## src/rtl/plt_pkg.sv

```systemverilog
`timescale 1ns / 1ps

package plt_pkg;

    // lattice and number format
    localparam int SITES     = 4096;
    localparam int FRAC_BITS = 30;
    localparam int DIM       = 3;

    localparam int SITE_W  = 12;
    localparam int ROW_W   = 2;
    localparam int VAL_W   = 32;
    localparam int PROD_W  = 2 * VAL_W;
    localparam int TRACE_W = 35;
    localparam int ADDR_W  = (SITES > 1) ? $clog2(SITES) : 1;

    // rounded product, complex term and accumulator widths
    localparam int RP_W   = PROD_W - FRAC_BITS;
    localparam int TERM_W = RP_W + 1;
    localparam int ACC_W  = TERM_W + 1;

    // result buffer
    localparam int FIFO_DEPTH = 8;
    localparam int PTR_W      = $clog2(FIFO_DEPTH);
    localparam int CNT_W      = $clog2(FIFO_DEPTH + 1);

    // row codes
    localparam logic [ROW_W-1:0] ROW_FIRST = 2'd0;
    localparam logic [ROW_W-1:0] ROW_MID   = 2'd1;
    localparam logic [ROW_W-1:0] ROW_LAST  = 2'd2;

    localparam logic signed [VAL_W-1:0]  ONE        = 32'sd1 <<< FRAC_BITS;
    localparam logic signed [PROD_W-1:0] ROUND_HALF = 64'sd1 <<< (FRAC_BITS - 1);
    localparam logic signed [VAL_W-1:0]  SAT_MAX    = 32'sh7fff_ffff;
    localparam logic signed [VAL_W-1:0]  SAT_MIN    = 32'sh8000_0000;

    typedef struct packed {
        logic signed [VAL_W-1:0] re;
        logic signed [VAL_W-1:0] im;
    } cplx_t;

    typedef struct packed {
        logic              valid;
        logic [SITE_W-1:0] site;
        logic [ROW_W-1:0]  row;
        logic              first;
        logic              last;
    } ctrl_t;

    typedef struct packed {
        logic [SITE_W-1:0]         site;
        logic signed [TRACE_W-1:0] re;
        logic signed [TRACE_W-1:0] im;
    } result_t;

    // round to FRAC_BITS fraction bits, half up
    function automatic logic signed [RP_W-1:0] rnd(input logic signed [PROD_W-1:0] p);
        logic signed [PROD_W-1:0] t;
        t = p + ROUND_HALF;
        return RP_W'(t >>> FRAC_BITS);
    endfunction

    // clamp to the signed 32-bit range
    function automatic logic signed [VAL_W-1:0] sat32(input logic signed [ACC_W-1:0] v);
        logic [ACC_W-VAL_W:0] top;
        top = v[ACC_W-1:VAL_W-1];
        if (top == '0 || top == '1)
        begin
            return v[VAL_W-1:0];
        end
        else if (v[ACC_W-1])
        begin
            return SAT_MIN;
        end
        else
        begin
            return SAT_MAX;
        end
    endfunction

endpackage

```

## src/rtl/plt_merge.sv

```systemverilog
`timescale 1ns / 1ps

// trace of the diagonal, result buffer and credit count
module plt_merge
(
    input  logic                               clk,
    input  logic                               rst_n,
    input  plt_pkg::ctrl_t                     s3_ctrl,
    input  plt_pkg::cplx_t [plt_pkg::DIM-1:0]  diag,
    input  logic                               reserve,
    input  logic                               out_stall,
    output logic                               full,
    output logic                               out_valid,
    output logic [plt_pkg::SITE_W-1:0]         out_site,
    output logic signed [plt_pkg::TRACE_W-1:0] trace_re,
    output logic signed [plt_pkg::TRACE_W-1:0] trace_im
);

    logic                              emit_reg;
    logic [plt_pkg::SITE_W-1:0]        site_reg;
    plt_pkg::cplx_t [plt_pkg::DIM-1:0] diag_reg;

    plt_pkg::result_t                  fifo_mem [plt_pkg::FIFO_DEPTH];
    plt_pkg::result_t                  push_data;
    logic [plt_pkg::PTR_W-1:0]         wr_ptr_reg;
    logic [plt_pkg::PTR_W-1:0]         rd_ptr_reg;
    logic [plt_pkg::CNT_W-1:0]         count_reg;
    logic [plt_pkg::CNT_W-1:0]         count_next;
    logic [plt_pkg::CNT_W-1:0]         credit_reg;
    logic [plt_pkg::CNT_W-1:0]         credit_next;
    logic                              pop;

    always_ff @(posedge clk or negedge rst_n)
    begin
        if (!rst_n)
        begin
            emit_reg <= 1'b0;
        end
        else
        begin
            emit_reg <= s3_ctrl.valid && s3_ctrl.last && s3_ctrl.row == plt_pkg::ROW_LAST;
        end
    end

    always_ff @(posedge clk)
    begin
        site_reg <= s3_ctrl.site;
        diag_reg <= diag;
    end

    always_comb
    begin
        push_data.site = site_reg;
        push_data.re   = plt_pkg::TRACE_W'($signed(diag_reg[0].re))
                       + plt_pkg::TRACE_W'($signed(diag_reg[1].re))
                       + plt_pkg::TRACE_W'($signed(diag_reg[2].re));
        push_data.im   = plt_pkg::TRACE_W'($signed(diag_reg[0].im))
                       + plt_pkg::TRACE_W'($signed(diag_reg[1].im))
                       + plt_pkg::TRACE_W'($signed(diag_reg[2].im));
    end

    assign out_valid = (count_reg != '0);
    assign pop       = out_valid && !out_stall;
    assign out_site  = fifo_mem[rd_ptr_reg].site;
    assign trace_re  = fifo_mem[rd_ptr_reg].re;
    assign trace_im  = fifo_mem[rd_ptr_reg].im;

    always_ff @(posedge clk)
    begin
        if (emit_reg)
        begin
            fifo_mem[wr_ptr_reg] <= push_data;
        end
    end

    always_comb
    begin
        count_next = count_reg;
        if (emit_reg && !pop)
        begin
            count_next = count_reg + 1'b1;
        end
        else if (!emit_reg && pop)
        begin
            count_next = count_reg - 1'b1;
        end
    end

    // a credit is held from input acceptance until the result leaves
    always_comb
    begin
        credit_next = credit_reg;
        if (reserve && !pop)
        begin
            credit_next = credit_reg + 1'b1;
        end
        else if (!reserve && pop)
        begin
            credit_next = credit_reg - 1'b1;
        end
    end

    assign full = (credit_reg == plt_pkg::CNT_W'(plt_pkg::FIFO_DEPTH));

    always_ff @(posedge clk or negedge rst_n)
    begin
        if (!rst_n)
        begin
            wr_ptr_reg <= '0;
            rd_ptr_reg <= '0;
            count_reg  <= '0;
            credit_reg <= '0;
        end
        else
        begin
            count_reg  <= count_next;
            credit_reg <= credit_next;
            if (emit_reg)
            begin
                wr_ptr_reg <= wr_ptr_reg + 1'b1;
            end
            if (pop)
            begin
                rd_ptr_reg <= rd_ptr_reg + 1'b1;
            end
        end
    end

endmodule

```

## config.mk

```make
export PLATFORM = sky130hd
export DESIGN_NAME = plt_merge
export DESIGN_NICKNAME = d
export VERILOG_FILES = /design/src/rtl/plt_pkg.sv /design/src/rtl/plt_merge.sv
export SDC_FILE = /design/constraint.sdc
export NUM_CORES = 1
export LEC_CHECK = 0
export BUFFER_PORTS_ARGS = -buffer_cell sky130_fd_sc_hd__buf_2
export CAP_MARGIN = 25
export CORE_MARGIN = 2
export CORE_UTILIZATION = 40
export CTS_CLUSTER_SIZE = 25
export DETAILED_ROUTE_END_ITERATION = 7
export GPL_TIMING_DRIVEN = 1
export SETUP_SLACK_MARGIN = 0.3
export SYNTH_ARGS = -nofsm -noshare
export SYNTH_HDL_FRONTEND = slang
export SYNTH_SLANG_ARGS = --single-unit
```

## constraint.sdc

```tcl
create_clock -name clk -period 7.1 [get_ports clk]
set_clock_uncertainty 0.15 [all_clocks]
set_input_delay 0.355 -clock clk [delete_from_list [all_inputs] [get_ports clk]]
set_output_delay 0.355 -clock clk [all_outputs]
set_load 0.02 [all_outputs]
```

==> results of run 1 <==
synthesized netlist by cell type, types with 4 or more instances:
master / instances / area, um2
nand4_1: 15 / 93.84
o21ai_0: 23 / 115.1
and3_1: 5 / 31.28
nor2b_1: 6 / 37.54
dfrtp_1: 15 / 375.4
nand3_1: 11 / 55.05
a21o_1: 36 / 270.3
nand2_1: 38 / 142.6
a21oi_1: 55 / 275.3
mux4_2: 160 / 3603
a211oi_1: 4 / 30.03
nor2_1: 36 / 135.1
mux2_2: 85 / 957.2
o21ai_1: 4 / 20.02
xor2_1: 30 / 262.8
a31oi_1: 5 / 31.28
nor3_1: 8 / 40.04
clkbuf_1: 44 / 165.2
edfxtp_1: 640 / 19220
a41oi_1: 4 / 35.03
fa_1: 68 / 1361
o21bai_1: 9 / 67.56
buf_1: 13 / 48.80
nand2b_1: 8 / 50.05
inv_1: 23 / 86.33
dfxtp_1: 204 / 4084
ha_1: 72 / 900.9
o21a_1: 7 / 52.55
o211ai_1: 4 / 30.03
xnor2_1: 39 / 341.6
worst max-delay path, stage by stage, from the launching register on:
cell and delay [ns]:
dfxtp_1 0.31, fa_1 0.47, ha_1 0.23, fa_1 0.46, a21oi_1 0.31, o221ai_1 0.27, a221o_1 0.44, a21oi_2 0.21
o21ai_2 0.14, a221o_1 0.40, a221oi_2 0.30, xnor2_1 0.34
per-stage QoR:
step | power, mW | instance area [um2] | worst slack, ns
4_1_cts | 15.81 | 41530 | 2.750
2_1_floorplan | 9.397 | 33420 | 0.3358
3_5_place_dp | 10.79 | 36280 | 2.817
6_report | 15.58 | 41560 | 2.767
3_3_place_gp | 10.71 | 36250 | 2.864
5_1_grt | 16.34 | 41560 | 2.571
cell usage in the layout (no fill, tap or decap), types with 9 or more instances in the layout:
cell type / instances
edfxtp_1: 640
buf_2: 295
dlygate4sd3_1: 211
dfxtp_1: 204
mux4_2: 160
clkbuf_16: 95
mux2_2: 85
ha_1: 72
fa_1: 68
a21oi_1: 55
xnor2_1: 39
nand2_1: 38
a21o_1: 36
nor2_1: 30
xor2_1: 30
o21ai_0: 23
inv_1: 23
buf_4: 18
clkinv_2: 17
nand4_1: 15
clkbuf_1: 15
dfrtp_1: 12
nand3_1: 11
bufinv_16: 11
clkinv_1: 10
o21bai_1: 9
clkbuf_8: 9
power by group:
group / internal (mW) / switching [mW]
combinational: 1.95 / 2.44
sequential: 6.02 / 0.280
clock: 2.96 / 1.93
total: 10.9 / 4.65
final cells by class:
class / count / share of cell area (%)
Sequential cell: 859 / 57.00
Timing Repair Buffer: 529 / 9.237
Inverter: 23 / 0.2077
Clock buffer: 121 / 6.178
Clock inverter: 53 / 1.382
Tap cell: 1070 / 3.222
Multi-Input combinational cell: 786 / 22.77
layer usage:
metal | wire length (um) | share of wire (%)
met1 | 29980 | 42
met2 | 36230 | 51
met3 | 3583 | 5.0
met4 | 1304 | 1.8
met5 | 0 | 0
logic make-up after synthesis:
logic type               share of synthesized area [%]
flip-flops                                       70.86
multiplexers                                     13.65
AO/OA/AOI/OAI                                    3.808
AND/OR/NAND/NOR                                  2.119
adder cells (fa/ha/maj)                          6.770
buffers and inverters                           0.9885
XOR/XNOR                                         1.809
repair_timing:
item | CTS | global route
endpoints found under the hold margin | 224 | 0
setup buffers | 0 | 0
hold buffers | 211 | 0
worst max path at each step:
stage	from	to	slack, ns	cells past startpoint
3_5_place_dp	diag_reg[1]	fifo_mem[1][31]	2.82	11
3_3_place_gp	diag_reg[1]	fifo_mem[2][31]	2.86	11
4_1_cts	diag_reg[1]	fifo_mem[1][31]	2.75	11
5_1_grt	diag_reg[1]	fifo_mem[0][31]	2.57	11
6_report	diag_reg[1]	fifo_mem[3][31]	2.77	11
2_1_floorplan	wr_ptr_reg[1]	fifo_mem[0][0]	0.34	2
==> impl_metrics.py, run 1 <==
metrics = {
    "route": {
        "routed_wl_mm": 71.10,
        "wl_per_cell_um": 20.66,
        "viasPerCell": 5.118,
        "route.vias.total": 17610,
        "drc": 0,
        "ant_nets": 0,
        "dr.pass1.iters": 7,
        "initialDrtViolationCount": 970,
    },
    "sta": {
        "holdWs_ns": 0.1977,
        "slew_violations": 0,
        "worst_slew_pin_slew_ns": 0.9724,
        "tns_ns": 0,
        "grt_setup_unrepaired": "no",
        "setup_viol": 0,
        "slew_headroom_pct": 35.02,
        "finalHoldViolations": 0,
        "period_minus_slack_ns": 4.333,
        "min_period_over_period_pct": 61.03,
        "max_freq_mhz": 230.8,
    },
    "global_route": {
        "use_met2_pct": 28.88,
        "antenna_found_initial": 1,
        "grtUsageMet3_pct": 2.859,
        "grt_first_pass_wirelength_mm": 108.7,
        "grt_remaining_overflow": 0,
        "grt_start_max_net_pins": 68,
        "grt_pass1_vias": 18630,
        "grt-busiest-layer": "met2",
        "grt_use_met1_pct": 21.60,
        "grtUsageTotal_pct": 16.67,
    },
    "setup_path": {
        "crit_type": "flop to flop",
        "r2r_start": "diag_reg[1]",
        "arrival_ns": 4.53,
        "end_kind": "flop",
        "crit_path_start_kind": "flop",
        "cp_max_fo": 8,
        "r2r_cells": 11,
        "rr_endpoint": "fifo_mem[3][31]",
        "crit_required_ns": 7.29,
        "r2r_slack_ns": 2.77,
    },
    "yosys": {
        "synthFlopType": "edfxtp_1",
        "syn_inst": 1730,
        "synth-seq-cells": 859,
        "synth-async-reset-ratio_pct": 1.746,
        "syn_area_um2": 33420,
        "synth_nets": 2083,
        "synth_cell_types": 62,
        "synth_edf_count": 640,
        "synth.avg_cell_area_um2": 19.32,
        "yosysWarningCount": 0,
        "synth_seq_area_share_pct": 70.86,
    },
    "power": {
        "power_leakage_nw": 14.93,
        "p_per_area_nw_per_um2": 374.8,
        "irDropWorstVdd_mv": 0.3146,
    },
    "clock_tree": {
        "htreeDepth": 3,
        "path_clk_slew_ns": 0.06,
        "numCtsBuffers": 92,
        "worstSkewPairLatency_ns": 0.63,
        "cts.sink_count": 859,
        "cts_tree": "done",
        "clock_path_buffers": 3,
        "cts_resized": 0,
        "ctsRootBufferMaster": "clkbuf_16",
    },
    "worst_hold_path": {
        "min_from": "diag[145]",
        "hold_depth": 2,
        "hold_path.class": "input port to flop",
        "hold_path_end": "diag_reg[145]",
    },
    "finish": {
        "diodes": 0,
        "layout.cells.non_filler": 3441,
        "area_delta_synth_final_pct": 24.36,
        "multiInputGateArea_um2": 9463,
        "fill_cells": 6570,
        "drive_gt1_share_pct": 30.92,
        "register_area_um2": 23690,
        "largest_reg_flops": 640,
        "nNetsFinal": 2644,
        "postLayoutCoreUtil_pct": 50.45,
    },
    "die": {
        "die_w_um": 293.0,
        "coreArea_um2": 82370,
        "ios": 297,
        "num_rows": 105,
        "die_y_um": 293.0,
        "start_util_pct": 40.57,
        "fp.dieArea_um2": 85870,
    },
    "placement": {
        "routabilityCongestion": 0.8687,
        "dp.cells": 3055,
        "post-dp-hpwl_mm": 41.19,
        "numPortBuffers": 295,
    },
    "job": {
        "drv_cap": 0,
    },
    "run_status": {
        "outcome": "finished, final reports clean",
    },
}
No activity file was read; power rests on OpenSTA's default activity.
==> run 2, diff against run 1 <==
==> constraint.sdc (replaced) <==
create_clock -name clk -period 3.7 [get_ports clk]
set_clock_uncertainty 0.15 [all_clocks]
set_input_delay 0.185 -clock clk [delete_from_list [all_inputs] [get_ports clk]]
set_output_delay 0.185 -clock clk [all_outputs]
set_load 0.02 [all_outputs]
==> run 2 against run 1 <==
Routed wire length up 5.8%. Final cell count up 4.7%. Total power up 96%. Sequential power up 89%. Maximum frequency up 18%. Highest routed layer unchanged. Largest power group unchanged.
==> impl_metrics.py, run 2 (same netlist as run 1, synthesis figures left out) <==
metrics = {
    "run_status": {
        "outcome": "finished, final reports clean",
    },
    "finish": {
        "nNetsFinal": 2808,
        "postLayoutCoreUtil_pct": 53.04,
        "largest_reg_flops": 640,
        "area_delta_synth_final_pct": 30.76,
        "diodes": 0,
        "design_area_um2": 43690,
        "drive_gt1_share_pct": 35.49,
        "final_cell_mix": "edfxtp_1, buf_2, dlygate4sd3_1, dfxtp_1, mux4_2",
        "final_common_cell": "edfxtp_1",
    },
    "global_route": {
        "grt_start_max_net_pins": 81,
        "grt_pass1_vias": 19740,
        "grtUsageTotal_pct": 17.54,
        "grt_first_pass_wirelength_mm": 115.1,
        "grt_remaining_overflow": 0,
        "antenna_found_initial": 3,
    },
    "clock_tree": {
        "worstSkewPairLatency_ns": 0.64,
        "ctsRootBufferMaster": "clkbuf_16",
        "cts.sink_count": 859,
        "numCtsBuffers": 92,
        "clock_path_buffers": 3,
        "cts_tree": "done",
        "htreeDepth": 3,
        "path_clk_slew_ns": 0.06,
    },
    "route": {
        "viasPerCell": 5.113,
        "routed_wl_mm": 75.21,
        "dr.pass1.iters": 5,
        "wl_per_cell_um": 20.88,
        "initialDrtViolationCount": 1215,
        "drc": 0,
        "route.vias.total": 18420,
        "ant_nets": 0,
    },
    "die": {
        "die_y_um": 293.0,
        "die_w_um": 293.0,
        "start_util_pct": 40.57,
        "fp.dieArea_um2": 85870,
        "ios": 297,
        "coreArea_um2": 82370,
        "num_rows": 105,
    },
    "worst_hold_path": {
        "hold_path.class": "input port to flop",
    },
    "placement": {
        "dpl_cell_area_um2": 36780,
        "numPortBuffers": 295,
        "routabilityCongestion": 0.8255,
        "post-dp-hpwl_mm": 42.37,
        "pre_cts_slack_ns": -0.3965,
    },
    "sta": {
        "worst_slew_pin_slew_ns": 0.8431,
        "holdWs_ns": 0.03629,
        "slew_violations": 0,
        "period_minus_slack_ns": 3.678,
        "grt_setup_unrepaired": "yes",
        "setup_ws_ns": 0.02207,
        "min_period_over_period_pct": 99.40,
        "max_freq_mhz": 271.9,
        "finalHoldViolations": 0,
        "setup_viol": 0,
        "slew_headroom_pct": 43.79,
    },
    "setup_path": {
        "cp_cell_sequence": "fa_1 > ha_2 > fa_2 > a21oi_4 > o221ai_4 > a221o_1 > a21oi_2 > o21ai_2 > a221o_1 > a221oi_2 > xnor2_2",
        "cpPeakStageDelay_ns": 0.47,
        "end_kind": "flop",
        "crit_type": "flop to flop",
        "cp_slowest_cell": "fa_1",
        "arrival_ns": 3.89,
        "cp_max_fo": 8,
        "crit_path_start_kind": "flop",
        "cp_common_cell": "a221o_1",
        "crit_required_ns": 3.91,
        "r2r_slack_ns": 0.02,
    },
    "power": {
        "power_leakage_nw": 15.83,
        "p_per_area_nw_per_um2": 700.3,
        "irDropWorstVdd_mv": 0.4432,
        "finalPower_mw": 30.60,
    },
    "job": {
        "drv_cap": 0,
    },
}
-- run 2: path summary, 6_finish.rpt --
kind | endpoint | cells after the start | from
max | fifo_mem[1][31] | 11 | diag_reg[1]
min | diag_reg[161] | 2 | diag[161]
max reg2reg | fifo_mem[1][31] | 11 | diag_reg[1]
min reg2reg | count_reg[3] | 1 | count_reg[3]
max in group asynchronous | rd_ptr_reg[2] | 3 | rst_n
min in group asynchronous | rd_ptr_reg[0] | 3 | rst_n
-- run 2: stage by stage --
step	cells	setup TNS, ns
after floorplan	1730	-465.00
after global placement	3111	-10.60
after detailed placement	3111	-16.09
after CTS	3591	0
after global routing	3603	-1.094
final	3603	0
-- run 2: report_power, final --
group | leakage [nW] | internal, mW | switching, mW
Clock | 1.46 | 5.28 | 3.70
Combinational | 6.71 | 4.43 | 5.32
Sequential | 7.66 | 11.6 | 0.312
Total | 15.8 | 21.3 | 9.33
-- run 2: timing repair --
action,in CTS,in global routing
endpoints found under the setup margin,240,251
setup buffers,19,12
hold buffers,289,0
gates cloned,0,0
resized for setup,60,79
pin swaps,36,43
endpoints found under the hold margin,228,0
-- run 2: layout make-up --
| class | count | area (um2) |
|---|---|---|
| Tap cell | 1070 | 1339 |
| Timing Repair Buffer | 693 | 5361 |
| Inverter | 23 | 86.33 |
| Sequential cell | 859 | 23690 |
| Fill cell | 6439 | 38680 |
| Multi-Input combinational cell | 786 | 10200 |
| Clock buffer | 128 | 2678 |
| Clock inverter | 44 | 335.3 |
-- run 2: worst max-delay path: cells and delay by family (launching register included) --
| family | cells | cell delay (ns) |
|---|---|---|
| compound gates | 7 | 1.74 |
| fa+ha+maj | 3 | 1.03 |
| flops | 1 | 0.32 |
| xor+xnor | 1 | 0.16 |
-- run 2: layer usage --
metal	vias up	track usage [%]	wire, um
li1	8317	-	-
met1	9520	23.38	32040
met2	485	29.64	37760
met3	99	2.844	3781
met4	0	5.341	1637
met5	-	0	0
==> run 3, diff against run 2 <==
--- a/config.mk
+++ b/config.mk
@@ -11,6 +11,7 @@
 export CORE_UTILIZATION = 40
 export CTS_CLUSTER_SIZE = 25
 export DETAILED_ROUTE_END_ITERATION = 7
+export GPL_ROUTABILITY_DRIVEN = 0
 export GPL_TIMING_DRIVEN = 1
 export SETUP_SLACK_MARGIN = 0.3
 export SYNTH_ARGS = -nofsm -noshare
==> constraint.sdc (replaced) <==
create_clock -name clk -period 3.7 [get_ports clk]
set_clock_uncertainty 0.15 [all_clocks]
set_input_delay 1.11 -clock clk [delete_from_list [all_inputs] [get_ports clk]]
set_output_delay 1.11 -clock clk [all_outputs]
set_load 0.02 [all_outputs]
==> run 3 against run 2 <==
The flow now finishes with violations (setup timing). Routed wire length fell by 5.0%. Combinational power grew 12%. Non-clock buffer count fell by 261. Setup slack got worse by 0.099 ns. Clock power increased by 2%. Via count fell by 5.7%. Worst hold slack gained 0.19 ns. Sequential power about the same. First-iteration DRC count rose by 2.1%. Sequential cell count did not move. Critical path depth down 6. Final cell count decreased by 7.2%. Highest routed layer is now met5.
==> impl_metrics.py, run 3 (same netlist as run 1, synthesis figures left out) <==
metrics = {
    "run_status": {
        "outcome": "finished, violations left",
        "violations": "setup timing",
    },
    "sta": {
        "min_period_over_period_pct": 102.1,
        "worst_slew_pin_slew_ns": 0.8071,
        "max_freq_mhz": 264.8,
        "grt_setup_unrepaired": "yes",
        "slew_headroom_pct": 46.07,
        "slew_violations": 0,
        "holdWs_ns": 0.2258,
        "period_minus_slack_ns": 3.777,
        "setup_viol": 59,
        "setup_ws_ns": -0.07711,
        "finalHoldViolations": 0,
    },
    "clock_tree": {
        "postCtsHoldBufs": 0,
        "ctsRootBufferMaster": "clkbuf_16",
        "cts.sink_count": 859,
        "worstSkewPairLatency_ns": 0.65,
        "numCtsBuffers": 93,
        "path_clk_slew_ns": 0.06,
        "cts_tree": "done",
        "htreeDepth": 3,
        "clock_path_buffers": 3,
    },
    "finish": {
        "drive_gt1_share_pct": 41.05,
        "fill_cells": 6602,
        "layout.cells.non_filler": 3344,
        "nNetsFinal": 2548,
        "final_cell_mix": "edfxtp_1, buf_2, dfxtp_1, mux4_2, clkbuf_16",
        "final_common_cell": "edfxtp_1",
        "largest_reg_flops": 640,
        "area_delta_synth_final_pct": 25.38,
    },
    "worst_hold_path": {
        "hold_path.class": "input port to async pin",
    },
    "setup_path": {
        "cpLargestDelayFamily": "multiplexers",
        "r2r_slack_ns": 0.02,
        "arrival_ns": 2.52,
        "crit_type": "flop to output port",
        "cp_max_fo": 15,
        "crit_required_ns": 2.44,
        "crit_buf_inv": 3,
        "crit_path_start_kind": "flop",
        "cp_cell_sequence": "buf_16 > buf_12 > mux4_2 > mux2_2 > buf_2",
        "end_kind": "output port",
        "cpPeakStageDelay_ns": 0.51,
        "cp_slowest_cell": "mux4_2",
    },
    "route": {
        "viasPerCell": 5.195,
        "drc": 0,
        "wl_per_cell_um": 21.36,
        "initialDrtViolationCount": 1241,
        "route.vias.total": 17370,
        "dr.pass1.iters": 5,
        "ant_nets": 0,
        "routed_wl_mm": 71.44,
    },
    "die": {
        "die_w_um": 293.0,
        "die_y_um": 293.0,
        "coreArea_um2": 82370,
        "num_rows": 105,
        "ios": 297,
        "start_util_pct": 40.57,
        "fp.dieArea_um2": 85870,
    },
    "global_route": {
        "grt_first_pass_wirelength_mm": 107.9,
        "grt_pass1_vias": 18410,
        "grt_start_max_net_pins": 56,
        "grtUsageTotal_pct": 16.52,
        "antenna_found_initial": 4,
        "grt_remaining_overflow": 0,
    },
    "power": {
        "finalPower_mw": 31.87,
        "p_per_area_nw_per_um2": 760.8,
        "irDropWorstVdd_mv": 0.4173,
        "power_leakage_nw": 15.17,
    },
    "placement": {
        "post-dp-hpwl_mm": 43.21,
        "pre_cts_slack_ns": -0.5379,
        "numPortBuffers": 295,
        "dp.cells": 3127,
    },
    "job": {
        "drv_cap": 0,
    },
}
run 3: cell count changes in the layout (fill, tap and decap cells not counted), sizes merged, moves of 3 or more:
cell	delta
buf	+25
clkinv	+16
inv	-3
clkinvlp	-3
clkbuf	-9
dlygate4sd3	-289
bufinv	+3
run 3: layout make-up:
| cell class | count | area (um2) | share of cell area, % |
|---|---|---|---|
| clock inverter | 57 | 519.2 | 1.239 |
| clock buffer | 116 | 2570 | 6.134 |
| timing repair buffer | 432 | 3338 | 7.968 |
| multi-input combinational | 786 | 10350 | 24.70 |
| tap | 1070 | 1339 | 3.196 |
| inverter | 23 | 86.33 | 0.2061 |
| sequential | 859 | 23690 | 56.55 |
| antenna | 1 | 2.502 | 0.005973 |
run 3: metrics by stage:
step	cell area [um2]	TNS (ns)	util (%)
after detailed placement	37100	-21.24	45.04
after floorplan	33430	-465.00	-
after CTS	41320	-5.942	50.16
after global routing	41900	-8.253	50.86
final	41900	-1.320	50.86
after global placement	37100	-13.75	45.04
run 3: report_power, final:
group / switching, mW / total, mW / internal [mW] / leakage (nW)
Sequential: 0.273 / 11.8 / 11.6 / 7.66
Combinational: 5.56 / 10.9 / 5.36 / 6.01
Clock: 3.76 / 9.14 / 5.38 / 1.51
run 3: path summary, 6_finish.rpt:
| check | start | endpoint | depth (start not counted) |
|---|---|---|---|
| max | rd_ptr_reg[0] | trace_im[21] | 5 |
| min | rst_n | count_reg[3] | 1 |
| max reg2reg | diag_reg[1] | fifo_mem[1][31] | 11 |
| min reg2reg | count_reg[3] | count_reg[3] | 1 |
| max in group asynchronous | rst_n | rd_ptr_reg[0] | 1 |
| min in group clk | count_reg[3] | count_reg[3] | 1 |
run 3: per-layer routing:
metal	vias up	wire length (um)	GRT usage [%]
met2	404	35410	27.35
met1	9064	31320	22.43
li1	7803	-	-
met4	2	1388	4.665
met5	-	12	0
met3	99	3310	3.026
run 3: repair_timing:
| action | CTS | global route |
|---|---|---|
| buffers inserted | 23 | 13 |
| resized for setup | 193 | 87 |
| cloned | 4 | 3 |
| setup endpoints to repair | 330 | 371 |
| pin swaps | 40 | 30 |
